File: src/design/dcae_pkg.sv
// ----------------------------------------------------------------------------
// dcae_pkg
// Types and codes shared by the dual-core arithmetic execute unit.
// ----------------------------------------------------------------------------
package dcae_pkg;

  // request kinds
  localparam logic [2:0] REQ_ARITH = 3'd0;
  localparam logic [2:0] REQ_WR_D  = 3'd1;
  localparam logic [2:0] REQ_WR_A  = 3'd2;
  localparam logic [2:0] REQ_WR_M  = 3'd3;
  localparam logic [2:0] REQ_READ  = 3'd4;

  // result status codes
  localparam logic [1:0] ST_OK   = 2'd0;
  localparam logic [1:0] ST_DIV0 = 2'd1;
  localparam logic [1:0] ST_ADDR = 2'd2;

  localparam int REGS_PER_CORE = 4;

  typedef enum logic [1:0] {
    OP_ADD,
    OP_SUB,
    OP_MUL,
    OP_DIV
  } alu_op_t;

  typedef enum logic [3:0] {
    S_CLEAR,
    S_IDLE,
    S_DEC,
    S_DRD,
    S_SRC,
    S_SRD,
    S_EXEC,
    S_WAIT,
    S_RRD,
    S_OUT
  } state_t;

  typedef struct packed {
    logic    start;
    alu_op_t op;
  } alu_req_t;

  typedef struct packed {
    logic done;
    logic div0;
  } alu_rsp_t;

endpackage

File: src/design/dcae_alu.sv
// ----------------------------------------------------------------------------
// dcae_alu
// Shared arithmetic unit: registered add, subtract and multiply, and a
// radix-2 restoring signed divider that takes sixteen steps.
// ----------------------------------------------------------------------------
module dcae_alu (
  input  logic                clk,
  input  logic                rst_n,
  input  dcae_pkg::alu_req_t  req,
  input  logic [15:0]         a,
  input  logic [15:0]         b,
  output dcae_pkg::alu_rsp_t  rsp,
  output logic [15:0]         result
);
  import dcae_pkg::*;

  logic        div_busy_r;
  logic [3:0]  cnt_r;
  logic [15:0] rem_r;
  logic [15:0] quo_r;
  logic [15:0] den_r;
  logic        neg_r;
  logic        done_r;
  logic        div0_r;
  logic [15:0] result_r;

  logic [31:0] prod;
  logic [15:0] a_mag;
  logic [15:0] b_mag;
  logic [16:0] shifted;
  logic [16:0] trial;
  logic [15:0] rem_step;
  logic [15:0] quo_step;

  assign prod  = a * b;
  assign a_mag = a[15] ? (16'd0 - a) : a;
  assign b_mag = b[15] ? (16'd0 - b) : b;

  // one restoring step: shift in the next dividend bit, try the subtract
  assign shifted  = {rem_r, quo_r[15]};
  assign trial    = shifted - {1'b0, den_r};
  assign rem_step = trial[16] ? shifted[15:0] : trial[15:0];
  assign quo_step = {quo_r[14:0], ~trial[16]};

  // control
  always_ff @(posedge clk) begin
    if (!rst_n) begin
      div_busy_r <= 1'b0;
      done_r     <= 1'b0;
      div0_r     <= 1'b0;
      cnt_r      <= '0;
    end else begin
      done_r <= 1'b0;
      if (req.start) begin
        div0_r <= 1'b0;
        if (req.op == OP_DIV) begin
          if (b == 16'd0) begin
            done_r <= 1'b1;
            div0_r <= 1'b1;
          end else begin
            div_busy_r <= 1'b1;
            cnt_r      <= '0;
          end
        end else begin
          done_r <= 1'b1;
        end
      end else if (div_busy_r) begin
        cnt_r <= cnt_r + 4'd1;
        if (cnt_r == 4'd15) begin
          div_busy_r <= 1'b0;
          done_r     <= 1'b1;
        end
      end
    end
  end

  // datapath
  always_ff @(posedge clk) begin
    if (req.start) begin
      rem_r <= '0;
      quo_r <= a_mag;
      den_r <= b_mag;
      neg_r <= a[15] ^ b[15];
      case (req.op)
        OP_ADD:  result_r <= a + b;
        OP_SUB:  result_r <= a - b;
        OP_MUL:  result_r <= prod[15:0];
        default: result_r <= '0;
      endcase
    end else if (div_busy_r) begin
      rem_r <= rem_step;
      quo_r <= quo_step;
      if (cnt_r == 4'd15) begin
        result_r <= neg_r ? (16'd0 - quo_step) : quo_step;
      end
    end
  end

  assign rsp.done = done_r;
  assign rsp.div0 = div0_r;
  assign result   = result_r;

endmodule

File: config.mk
export PLATFORM = sky130hd
export DESIGN_NAME = dcae_alu
export DESIGN_NICKNAME = d
export VERILOG_FILES = /design/src/design/dcae_pkg.sv /design/src/design/dcae_alu.sv
export SDC_FILE = /design/constraint.sdc
export NUM_CORES = 1
export LEC_CHECK = 0
export ABC_AREA = 1
export ABC_CLOCK_PERIOD_IN_PS = 5100
export BUFFER_PORTS_ARGS = -buffer_cell sky130_fd_sc_hd__buf_2
export CAP_MARGIN = 10
export CORE_MARGIN = 4
export CORE_UTILIZATION = 58
export CTS_BUF_LIST = sky130_fd_sc_hd__clkbuf_8 sky130_fd_sc_hd__clkbuf_16
export DETAILED_ROUTE_END_ITERATION = 16
export PLACE_DENSITY_LB_ADDON = 0.25
export SETUP_SLACK_MARGIN = 0.4
export SLEW_MARGIN = 20
export SYNTH_ARGS = -nofsm -noshare
export SYNTH_HDL_FRONTEND = slang
export SYNTH_SLANG_ARGS = --single-unit
File: constraint.sdc
create_clock -name clk -period 5.1 [get_ports clk]
set_clock_uncertainty 0.2 [all_clocks]
set_input_delay 0 -clock clk [delete_from_list [all_inputs] [get_ports clk]]
set_output_delay 0 -clock clk [all_outputs]
set_load 0.05 [all_outputs]
== Word level (Yosys, flattened, before mapping) ==
Cells that the tools add are included.

* Bits in registers: 72
* Output and inout bits: 18

* $add $sub $neg: 7
* Multiply operators: 1
* Eq/ne operators: 6
* Multiplexer cells: 25
* Bitwise logic cells: 2
* Reductions and logical operators: 7

{| class="wikitable"
|+ Operators by type and width
! operator !! count
|-
| two-way mux 16 bit || 8
|-
| case mux 16 bit (3 select lines) || 1
|-
| subtractor 1 x 16 -> 16 bit, first input constant || 3
|-
| subtractor 17 x 16 -> 17 bit || 1
|-
| adder 16 bit || 1
|-
| zero test 16 bit || 1
|-
| multiplier 16 x 16 -> 16 bit || 1
|-
| two-way mux 4 bit || 4
|-
| subtractor 16 bit || 1
|-
| two-way mux 15 bit || 1
|-
| two-way mux 1 bit || 11
|-
| adder 4 x 1 -> 4 bit, second input constant || 1
|-
| == test 2 bit, second input constant || 2
|-
| == test 4 bit, second input constant || 1
|-
| AND reduction 2 bit || 2
|-
| nonzero test 2 bit || 2
|-
| AND reduction 3 bit || 1
|-
| == test 2 x 1 -> 1 bit, second input constant || 1
|-
| zero test 2 bit || 1
|-
| != test 2 x 1 -> 1 bit, second input constant || 1
|-
| != test 2 bit, second input constant || 1
|-
| inverter 1 bit || 1
|-
| XOR 1 bit || 1
|}

== Logic depth before layout (Yosys ltp) ==
* Depth after elaboration: 7
* Gate-level depth with buffers: 34

== Least setup slack after synthesis ==
OpenSTA, ideal clock, no wires.

* Path kind: input -> register
* From: input port b[3]
* To: register result_r[15], in the netlist result[15], data pin
* Library setup time: 0.253 ns
* Arrival time: 4.898 ns
* Data required time: 4.647 ns
* Setup slack: -0.251 ns
* Stages on the path: 26
* Path buffers: 2
* Path through: buf_2 > clkbuf_1 > nand2_1 > fa_1 > fa_1 > fa_1 > fa_1 > inv_1 > fa_1 > inv_1 > fa_1 > inv_1 > ha_1 > nand2_1 > nor2_1 > nand3_1 > nand3_1 > nand2_1 > nand2_1 > nand2_1 > nand2_1 > nand3_1 > nand3_1 > nand2_1 > nand2_1 > nand2_1

* Cells in the longest elaborated chain, start to end: 3
* Elaborated cells on any way between the ends: 5
* Those cells by class: add/sub: 2; mul: 1; mux: 2

{| class="wikitable"
|+ Ends and longest elaborated chain
! element !! line !! text
|-
| start: declaration || dcae_alu.sv:11 || <nowiki>input logic [15:0] b,</nowiki>
|-
| multiplier 16 x 16 -> 16 bit, or another cell as far along || dcae_alu.sv:35 || <nowiki>assign prod = a * b;</nowiki>
|-
| case mux 16 bit (3 select lines) * || dcae_alu.sv:84 || <nowiki>case (req.op)</nowiki>
|-
| two-way mux 16 bit * || dcae_alu.sv:79 || <nowiki>if (req.start) begin</nowiki>
|-
| end signal: assignment || dcae_alu.sv:85 || <nowiki>OP_ADD: result_r <= a + b;</nowiki>
|-
| end signal: assignment || dcae_alu.sv:86 || <nowiki>OP_SUB: result_r <= a - b;</nowiki>
|-
| end signal: assignment || dcae_alu.sv:87 || <nowiki>OP_MUL: result_r <= prod[15:0];</nowiki>
|-
| end: declaration || dcae_alu.sv:25 || <nowiki>logic [15:0] result_r;</nowiki>
|}

Every way passes the cells marked *; elsewhere a longest branch is shown, timed or not.
A chain may end at the register's enable or synchronous reset.

== Final worst setup path ==
* From: input port a[6]
* To: register result_r[12], in the netlist result[12], data pin

* Cells in the longest elaborated chain, start to end: 3
* Elaborated cells on any way between the ends: 5
* Those cells by class: add/sub: 2; mul: 1; mux: 2

{| class="wikitable"
|+ Ends and longest elaborated chain
! element !! line !! text
|-
| start: declaration || dcae_alu.sv:10 || <nowiki>input logic [15:0] a,</nowiki>
|-
| multiplier 16 x 16 -> 16 bit, or another cell as far along || dcae_alu.sv:35 ||
|-
| case mux 16 bit (3 select lines) * || dcae_alu.sv:84 ||
|-
| two-way mux 16 bit * || dcae_alu.sv:79 ||
|}

Marks and branches as above.

==> run_results.csv <==
group,metric,value,unit
layout,fin_area,11700,µm²
global_routing,top_usage_layer,"met2",
yosys,synthTopCellsByArea,"fa_1 16%, nand2_1 15%, edfxtp_1 15%",
setup_path,crit_path_start_kind,"input pin",
global_routing,grt_pass1_wl,46600,µm
yosys,yosysTopAreaCellShare,16.3,%
yosys,synth_adder_area_share,26.9,%
placement,numPortBuffers,54,
detailed_routing,drcViolationCount,0,
setup_path,path_max_fanout,7,
global_routing,track_usage,29.6,%
layout,n_fill_cell,1434,
die,rows,47,
setup_path,slowest_stage,"fa_1",
die,coreArea,16800,µm²
yosys,ys.flop_type,"edfxtp_1",
cts,htreeDepth,3,
timing,max_slew.worst_pin.slew,994,ps
global_routing,first_global_vias,9229,
timing,maxSlewHeadroom,33.5,%
job,drv_cap,0,
placement,pre_cts_ws,-163,ps
cts,insertion_delay,340,ps
timing,period_minus_slack,4730,ps
timing,drv_slew,0,
yosys,synth_compound_area_share,11.2,%
timing,hold_viol_final,0,
layout,n_antenna_cell,0,
die,die_y,140,µm
yosys,netlist_top_cells_count,"403 x nand2_1, 303 x inv_1, 98 x o21ai_0",
die,ios,55,
timing,finalWorstSetupSlack,373,ps
cts,cts_buffers,9,
detailed_routing,drt-total-wl,28800,µm
detailed_routing,wire_per_inst,16.4,µm
yosys,synth_area,10000,µm²
die,fp.dieArea,19500,µm²
detailed_routing,ant_nets,0,
setup_path,crit_top_cell,"nand2_1",
timing,setup_violations,0,
yosys,yosys.area.top_type,"fa_1",
timing,fin_crit_sh,92.7,%
setup_path,path_class,"input pin to flop",
die,die_x,140,µm
global_routing,use_met1,38.2,%
placement,place_hpwl,23100,µm
status,run_status,"finished clean",
timing,timing.setup.tns,0,ps
setup_path,cp-end-kind,"flop",
cts,cts_root_buffer,"clkbuf_16",
setup_path,crit_buf_inv,7,
global_routing,grt_use_met3,4.19,%
timing,rsz0062_at_grt,"true",
layout,final_net_count,1733,
detailed_routing,vias_per_cell,5.50,
setup_path,crit_required,5000,ps
yosys,synth_top_family_by_area,"adder cells",
yosys,synth_edf_count,49,
yosys,synthArstFlopShare,0,%
cts,clkSlewWorstSetupHoldPaths,70,ps
yosys,synth_mux_area_share,0,%
timing,fmax,0.212,GHz
yosys,syn_inst,1445,
timing,whs,12.0,ps
yosys,yosysWarningCount,0,
global_routing,met2_usage,50.6,%
yosys,ys_types,49,
setup_path,crit_family,"adder cells",
layout,drive_above_1_share,14.3,%
placement,gp_congestion,1.00,
detailed_routing,first_pass_iters,7,
yosys,yosys.area_share.simple,24.4,%
global_routing,grt_max_degree,50,
layout,multi_input_area,6950,µm²
cts,clock-sinks,72,
placement,dpl_cell_area,11000,µm²
layout,regArea,1930,µm²
cts,cts_tree,"built",
global_routing,antenna_found_initial,0,
pwr,power.density,427,nW/µm²
setup_path,crit_arrival,4630,ps
pwr,cellLeakagePower,0.00636,µW
layout,syn_to_final_growth,16.5,%
yosys,synth_xor_area_share,4.19,%
detailed_routing,via_count,9639,
die,initial_core_util,59.9,%
global_routing,grt_overflow,0,
detailed_routing,first_iter_violations,720,
yosys,synth.net_count,1649,
yosys,synthMostInstantiatedCell,"nand2_1",
setup_path,cp_slowest_stage_delay,540,ps
yosys,yosysSeqAreaShare,19.2,%
pwr,ir_drop,0.345,mV
yosys,ys_ff_latch,72,
cts,clockBufferDepth,2,
yosys,syn_area_per_cell,6.95,µm²
min_path,hp-class,"input pin to flop",
-- layout by cell type, fill, tap and decap left out, types with 6 or more instances in the layout --
| master | count |
|---|---|
| a21o_1 | 9 |
| a21oi_1 | 68 |
| buf_12 | 6 |
| buf_2 | 35 |
| buf_4 | 66 |
| buf_6 | 14 |
| clkbuf_16 | 10 |
| dfxtp_1 | 23 |
| dlygate4sd3_1 | 10 |
| edfxtp_1 | 49 |
| fa_1 | 77 |
| ha_1 | 75 |
| ha_4 | 8 |
| inv_1 | 290 |
| inv_2 | 17 |
| nand2_1 | 392 |
| nand2_2 | 13 |
| nand3_1 | 70 |
| nand4_1 | 6 |
| nor2_1 | 56 |
| nor3_1 | 12 |
| o21ai_0 | 92 |
| or2_2 | 10 |
| xnor2_1 | 13 |
| xor2_1 | 35 |
-- power breakdown --
part | leakage (µW) | internal, µW | switching, µW
combinational | 0.00552 | 1550 | 2010
sequential | 0.000669 | 694 | 30.4
clock | 0.000166 | 459 | 264
-- registers in the layout, summed over array words and instances, names as in the netlist --
register and cells:
cnt_r 4, den_r 16, div0_r 1, div_busy_r 1, done_r 1, neg_r 1
quo_r 16, rem_r 16, result 16
-- stage by stage --
step	power, µW	utilization (%)	cells
floorplan	3010	-	1445
global placement	3750	65.6	1725
detailed placement	3830	65.6	1725
CTS	4740	68.8	1753
global route	5450	69.8	1754
finish	5000	69.8	1754
-- kinds of logic after synthesis --
logic type | after synthesis
simple gates | 585
buf+inv | 366
compound gates | 207
fa+ha+maj | 167
flops | 72
xor+xnor | 48
-- per-layer routing --
metal / up-vias / routed length (µm)
li1: 4648 / -
met1: 4535 / 11800
met2: 376 / 13900
met3: 80 / 2080
met4: 0 / 1090
met5: - / 0
-- path summary, 6_finish.rpt --
kind	start	to	slack, ps	depth (start not counted)
setup / recovery	a[6]	result[12]$_DFFE_PP_	370	26
hold / removal	b[3]	den_r[3]$_DFFE_PP_	10	4
setup reg to reg	quo_r[15]$_DFFE_PP_	result[14]$_DFFE_PP_	1250	20
hold reg to reg	div0_r$_SDFFE_PN0P_	div0_r$_SDFFE_PN0P_	270	2
-- timing repair --
item,CTS,global route
endpoints found under the setup margin,6,9
endpoints found under the hold margin,15,0
resized for setup,34,50
setup buffers,2,1
pin swaps,16,31
hold buffers,10,0
-- area by class of cell --
cell class	count	area share (%)
clock buffers	10	2.14
clock inverters	6	0.759
inverters	307	9.85
multi-input cells	1007	59.4
flip-flops and latches	72	16.5
well taps	220	2.35
repair buffers	132	9.03
-- worst reg2reg max path: cells and delay by family, from the launching register on --
kind / cells / cell delay [ps]
adders and majority gates: 3 / 820
and+or+nand+nor: 11 / 1370
AOI/OAI and AO/OA: 5 / 690
buffers and inverters: 1 / 80
DFF: 1 / 400
Note: power is estimated with default switching activity, not from simulation.
